### config.mk
export PLATFORM = sky130hd
export DESIGN_NAME = wbd_back
export DESIGN_NICKNAME = d
export VERILOG_FILES = /design/src/rtl/core/wbd_pkg.sv /design/src/rtl/core/wbd_back.sv
export SDC_FILE = /design/constraint.sdc
export NUM_CORES = 1
export LEC_CHECK = 0
export ABC_CLOCK_PERIOD_IN_PS = 5500
export BUFFER_PORTS_ARGS = -buffer_cell sky130_fd_sc_hd__buf_2
export CAP_MARGIN = 30
export CORE_AREA = 3 3 236 238
export CTS_CLUSTER_DIAMETER = 120
export CTS_CLUSTER_SIZE = 8
export DETAILED_ROUTE_END_ITERATION = 6
export DIE_AREA = 0 0 239 241
export PLACE_DENSITY_LB_ADDON = 0.05
export SLEW_MARGIN = 5
export SYNTH_ARGS = -nofsm -noshare
export SYNTH_HDL_FRONTEND = slang
export SYNTH_SLANG_ARGS = --single-unit
### constraint.sdc
create_clock -name clk -period 5.5 [get_ports clk]
set_clock_uncertainty 0.1 [all_clocks]
set_input_delay 0.55 -clock clk [delete_from_list [all_inputs] [get_ports clk]]
set_output_delay 0.55 -clock clk [all_outputs]
set_load 0.05 [all_outputs]
### src/rtl/core/wbd_pkg.sv
// Shared types and constants for the watershed boundary detector.
// No dependencies; wbd_front, wbd_queue, wbd_back and the top level import this package.
`default_nettype none

package wbd_pkg;

  localparam int MAX_COLS_DEF = 1024;

  localparam int LABEL_W     = 32;
  localparam int ELEV_W      = 16;
  localparam int ROW_W       = 16;
  localparam int ROWCNT_W    = ROW_W + 1;   // arrival row may run one past row_count
  localparam int OUT_COL_W   = 10;
  localparam int OUT_LABEL_W = 31;
  localparam int COLCFG_W    = 11;
  localparam int CFG_DATA_W  = 16;
  localparam int CFG_IDX_W   = 1;
  localparam int WIN_N       = 9;

  // center queue; depth must be a power of two (pointers wrap freely)
  localparam int QUEUE_DEPTH = 4;
  localparam int QPTR_W      = $clog2(QUEUE_DEPTH);
  localparam int QCNT_W      = $clog2(QUEUE_DEPTH + 1);

  localparam logic [CFG_IDX_W-1:0] REG_ROW_COUNT = CFG_IDX_W'(0);
  localparam logic [CFG_IDX_W-1:0] REG_COL_COUNT = CFG_IDX_W'(1);

  localparam logic [LABEL_W-1:0] LABEL_UNDEF = {LABEL_W{1'b1}};
  localparam logic [LABEL_W-1:0] LABEL_EDGE  = '0;

  typedef struct packed {
    logic [LABEL_W-1:0]       label;
    logic signed [ELEV_W-1:0] elev;
  } cell_t;

  // one evaluated center: a hit bit per window position plus resolved fields
  typedef struct packed {
    logic [ROW_W-1:0]                    row;
    logic [OUT_COL_W-1:0]                col;
    logic [OUT_LABEL_W-1:0]              center;
    logic [WIN_N-1:0]                    hits;
    logic [WIN_N-1:0][OUT_LABEL_W-1:0]   other;
    logic [WIN_N-1:0][ELEV_W-1:0]        elev;
  } rec_t;

  typedef struct packed {
    logic [QCNT_W-1:0] count;
    logic              empty;
  } qstat_t;

endpackage

`default_nettype wire

### src/rtl/core/wbd_back.sv
// Back end: expands each queued center into its records, one per cycle while
// rec_stall is low, through a registered output stage. Uses wbd_pkg; pops wbd_queue.
`default_nettype none

module wbd_back import wbd_pkg::*; (
  input  wire                          clk,
  input  wire                          rst,
  input  wire rec_t                    head,
  input  wire qstat_t                  q_stat,
  output logic                         pop,
  output logic                         rec_valid,
  input  wire                          rec_stall,
  output logic [ROW_W-1:0]             out_row,
  output logic [OUT_COL_W-1:0]         out_col,
  output logic [OUT_LABEL_W-1:0]       center_label,
  output logic signed [ELEV_W-1:0]     boundary_elevation,
  output logic [OUT_LABEL_W-1:0]       other_label,
  output logic                         last_of_run
);

  logic [WIN_N-1:0]       issued;
  logic [WIN_N-1:0]       pending;
  logic [WIN_N-1:0]       pick;
  logic                   last;
  logic                   load;
  logic [OUT_LABEL_W-1:0] sel_other;
  logic [ELEV_W-1:0]      sel_elev;

  always_comb begin
    pending = head.hits & ~issued;
    pick    = pending & (~pending + WIN_N'(1));   // lowest pending position
    last    = (pending & ~pick) == '0;
    load    = !q_stat.empty && (!rec_valid || !rec_stall);
    pop     = load && last;

    sel_other = '0;
    sel_elev  = '0;
    for (int k = 0; k < WIN_N; k++) begin
      sel_other = sel_other | (head.other[k] & {OUT_LABEL_W{pick[k]}});
      sel_elev  = sel_elev  | (head.elev[k]  & {ELEV_W{pick[k]}});
    end
  end

  always_ff @(posedge clk) begin
    if (rst) begin
      rec_valid <= 1'b0;
      issued    <= '0;
    end else if (load) begin
      rec_valid <= 1'b1;
      issued    <= last ? '0 : (issued | pick);
    end else if (!rec_stall) begin
      rec_valid <= 1'b0;
    end
  end

  always_ff @(posedge clk) begin
    if (load) begin
      out_row            <= head.row;
      out_col            <= head.col;
      center_label       <= head.center;
      boundary_elevation <= sel_elev;
      other_label        <= sel_other;
      last_of_run        <= last;
    end
  end

endmodule

`default_nettype wire

Word-level counts from Yosys, hierarchy flattened. Index checks and enable logic that the tools add are counted.

Logic and storage cells: 61. Bits of input ports: 496. Flip-flop bits (word level): 115. Output and inout bits: 107.

Add/sub/neg operators: 1. Muxes and demuxes: 3. Reductions and logical operators: 7. Bitwise gates (word level): 41. Equal/unequal tests: 1.

Operators by type and width (count): AND 31 bit (9); bitwise OR 31 bit (8); AND 16 bit (9); bitwise OR 16 bit (8); AND 9 bit (3); NOT 9 bit (3); adder 9 x 1 -> 9 bit (second input constant) (1); logical NOT 9 bit (1); 2-to-1 mux 9 bit (1); bitwise OR 9 bit (1); logical NOT 1 bit (3); logical AND 1 bit (2); 2-to-1 mux 1 bit (2); != test 2 x 1 -> 1 bit (second input constant) (1); logical OR 1 bit (1).

Depth between registers and ports, before layout.
Word-level depth: 14. Mapped depth: 8. Gate-level depth less buffers: 5.

Least setup slack after synthesis. OpenSTA, ideal clock, no wires.

Path kind: input to output. Start: in rec_stall. End: out pop. Setup slack: 0.360 ns. Data arrival time: 4.490 ns. Path buffers: 1. Cell stages on the path: 3. Data required time: 4.850 ns. Path through: a21oi_1 -> clkbuf_1 -> and2_1.

Word-level cells in the longest chain between the ends: 4.

Ends and longest elaborated chain: start, declared (line wbd_back.sv:12) `input wire rec_stall,`; logical NOT 1 bit; logical OR 1 bit (line wbd_back.sv:33) `load = !q_stat.empty && (!rec_valid || !rec_stall);`; logical AND 1 bit (line wbd_back.sv:33); named net load (line wbd_back.sv:25) `logic load;`; logical AND 1 bit (line wbd_back.sv:34) `pop = load && last;`; end, declared (line wbd_back.sv:10) `output logic pop,`.

The timed path passes the listed nets, and every way through them passes these cells.

Final worst setup path.
Start: reg issued[0]. End: out pop.

Word-level cells in the longest chain between the ends: 9.

Ends and longest elaborated chain: start, declared (line wbd_back.sv:21) `logic [WIN_N-1:0] issued;`; start signal, assigned (line wbd_back.sv:50) `issued <= last ? '0 : (issued | pick);`; NOT 9 bit * (line wbd_back.sv:30) `pending = head.hits & ~issued;`; AND 9 bit * (line wbd_back.sv:30); NOT 9 bit (line wbd_back.sv:31) `pick = pending & (~pending + WIN_N'(1));`; adder 9 x 1 -> 9 bit (line wbd_back.sv:31); AND 9 bit (line wbd_back.sv:31); NOT 9 bit (line wbd_back.sv:32) `last = (pending & ~pick) == '0;`; AND 9 bit * (line wbd_back.sv:32); logical NOT 9 bit * (line wbd_back.sv:32); logical AND 1 bit * (line wbd_back.sv:34).

Every way passes the cells marked *; elsewhere a longest branch is shown, timed or not.

==> results_dict.tcl <==
set metrics [dict create \
    cts_buffer_depth 2 \
    cts_tree "done" \
    drtIter0Drc 655 \
    crit_fanout 28 \
    status "finished, violations left" \
    io-pin-count 603 \
    cts_setup_buffers 0 \
    cts_resized 0 \
    p_leak_nw 4.52 \
    rows 85 \
    htreeDepth 4 \
    wl_per_cell_um 23.4 \
    start_util_pct 11.3 \
    maxCapViolCount 0 \
    finalCriticalPeriod_ps 3680 \
    io_buffers 599 \
    avgSynthCellArea_um2 11.9 \
    syn_area_um2 6100 \
    postSynthCellCount 511 \
    fmax_mhz 272 \
    fin_tns_setup_ps 0 \
    critPathSlowestCell "nor2b_4" \
    cts_root_buf "clkbuf_16" \
    viasPerCell 4.08 \
    rsz0062_at_grt "false" \
    dieArea_um2 57600 \
    drv_slew 0 \
    grt_antenna_before_repair 13 \
    core_um2 53800 \
    maxSlewHeadroom_pct 36.7 \
    grt_util_all_layers_pct 13.9 \
    synthToLayoutAreaGrowth_pct 71.9 \
    critPathKind "flop to output port" \
    nNetsFinal 1584 \
    place_area_um2 9860 \
    clk_pin_slew_ps 60 \
    cts_sinks 115 \
    startpoint "issued[0]$_SDFFE_PP0P_" \
    synth_edf_count 105 \
    violations "design-rule violations" \
    hold_buffers 0 \
    place_congestion 0.741 \
    yosys_register_bits 115 \
    cts_inserted_buffers 17 \
    drive_gt1_share_pct 59.8 \
    grt_pass1_vias 7621 \
    hold_path.class "input pin to flop" \
    synth_ff_type "edfxtp_1" \
    startpoint_type "flop" \
    synthArstFlopShare_pct 0 \
    grt_pass1_wl_mm 55.5 \
    vias 7342 \
    fp.dieH_um 241 \
    slowest_delay_ps 730 \
    drc 2 \
    crit_chain "nor2b_4, buf_4, nor3_1, o21ai_0, a211oi_2, and2_1, buf_2" \
    yosys_warnings 0 \
    critPathCaptureType "output port" \
    hp-start "head[456]" \
    synth_nets 1007 \
    vdd_ir_drop_max_mv 0.223 \
    finalHoldViolations 0 \
    synthDistinctLibCells 36 \
    die_width_um 239 \
    clk_latency_ps 460 \
    design_area_um2 10500 \
    seq_area_frac_synth_pct 55.0 \
    power_density_nw_per_um2 282 \
    grt_overflow 0 \
    arrival_ps 3030 \
    worstReg2RegStart "issued[0]$_SDFFE_PP0P_" \
    place_hpwl_mm 33.2 \
    worst_pin_slew_ps 947 \
    ant_nets 0 \
    grt_max_degree 125 \
    dr.pass1.iters 7 \
    min_period_over_period_pct 66.9 \
    setup_viol 0 \
    cp_data_required_time_ps 4850 \
    wirelength_mm 42.1 \
]
[power breakdown]
| group | internal (mW) | total [mW] | switching [mW] |
|---|---|---|---|
| clock | 0.678 | 1.17 | 0.487 |
| combinational | 0.257 | 0.741 | 0.484 |
| sequential | 1.04 | 1.05 | 0.0143 |
[per-stage QoR]
stage          power [mW]  worst slack [ps]  hold WS (ps)  instances  util [%]
5_1_grt              3.12              1620          99.5       1800      19.5
3_5_place_dp         1.82              1640           397       1764      18.3
4_1_cts              3.04              1660          91.9       1796      19.4
2_1_floorplan        1.47               360           398        511         -
6_report             2.96              1820           159       1801      19.5
3_3_place_gp         1.83              1690           399       1764      18.3
[critical path: cells and delay by family (launching register included)]
kind	cells	cell delay, ps
compound gates	2	350
buf+inv	2	720
flops	1	340
simple gates	3	1080
[per-layer routing]
metal  global-route usage (%)  wire length [µm]  vias to the layer above
met5                        0               102                        -
met4                     5.41              1130                       16
met3                     6.41              4390                       62
met2                     24.5             21300                      425
met1                     14.4             15200                     3440
li1                         -                 -                     3399
[flip-flops by register name, summed over array words and instances, names as in the netlist]
signal	flops
issued	9
center_label	31
out_col	10
last_of_run	1
rec_valid	1
boundary_elevation	16
other_label	31
out_row	16
[cell type report]
| type | instances | area [µm²] |
|---|---|---|
| multi-input combinational | 341 | 2530 |
| sequential | 115 | 3350 |
| antenna | 4 | 10.0 |
| timing repair buffer | 613 | 3130 |
| clock buffer | 17 | 425 |
| clock inverter | 15 | 175 |
| tap | 696 | 871 |
| fill | 6093 | 43300 |
[cells in the final DEF (no fill, tap or decap), types with 10 or more instances in the layout]
| cell type | n |
|---|---|
| nand3_1 | 49 |
| o21a_1 | 46 |
| buf_2 | 599 |
| clkbuf_16 | 17 |
| dfxtp_1 | 10 |
| edfxtp_1 | 105 |
| buf_4 | 12 |
| nand2_1 | 45 |
| a222oi_1 | 90 |
| a22oi_1 | 53 |
[synthesized netlist by cell type (4+ instances only)]
| cell type | number | area [µm²] |
|---|---|---|
| clkbuf_1 | 31 | 116 |
| buf_2 | 16 | 80.1 |
| o21a_1 | 46 | 345 |
| a22oi_1 | 53 | 398 |
| edfxtp_1 | 105 | 3150 |
| buf_6 | 6 | 67.6 |
| a31oi_1 | 4 | 25.0 |
| nand2_1 | 45 | 169 |
| a211oi_1 | 9 | 67.6 |
| nand2b_1 | 7 | 43.8 |
| a21oi_1 | 5 | 25.0 |
| nor2b_1 | 5 | 31.3 |
| nand3_1 | 49 | 245 |
| dfxtp_1 | 10 | 200 |
| a222oi_1 | 90 | 901 |
[cells by family after synthesis]
| logic type | after synthesis | share of synthesized area (%) |
|---|---|---|
| compound gates | 216 | 30.1 |
| fa+ha+maj | 1 | 0.185 |
| flops | 115 | 55.0 |
| simple gates | 124 | 10.3 |
| buf+inv | 55 | 4.45 |
[worst paths after layout]
check	depth (start not counted)	slack [ps]	end
max reg2reg	7	2070	other_label[9]$_DFFE_PP_
min	1	160	center_label[24]$_DFFE_PP_
min reg2reg	2	410	rec_valid$_SDFFE_PP0P_
max	7	1820	pop
(Power assumes the default switching activity.)
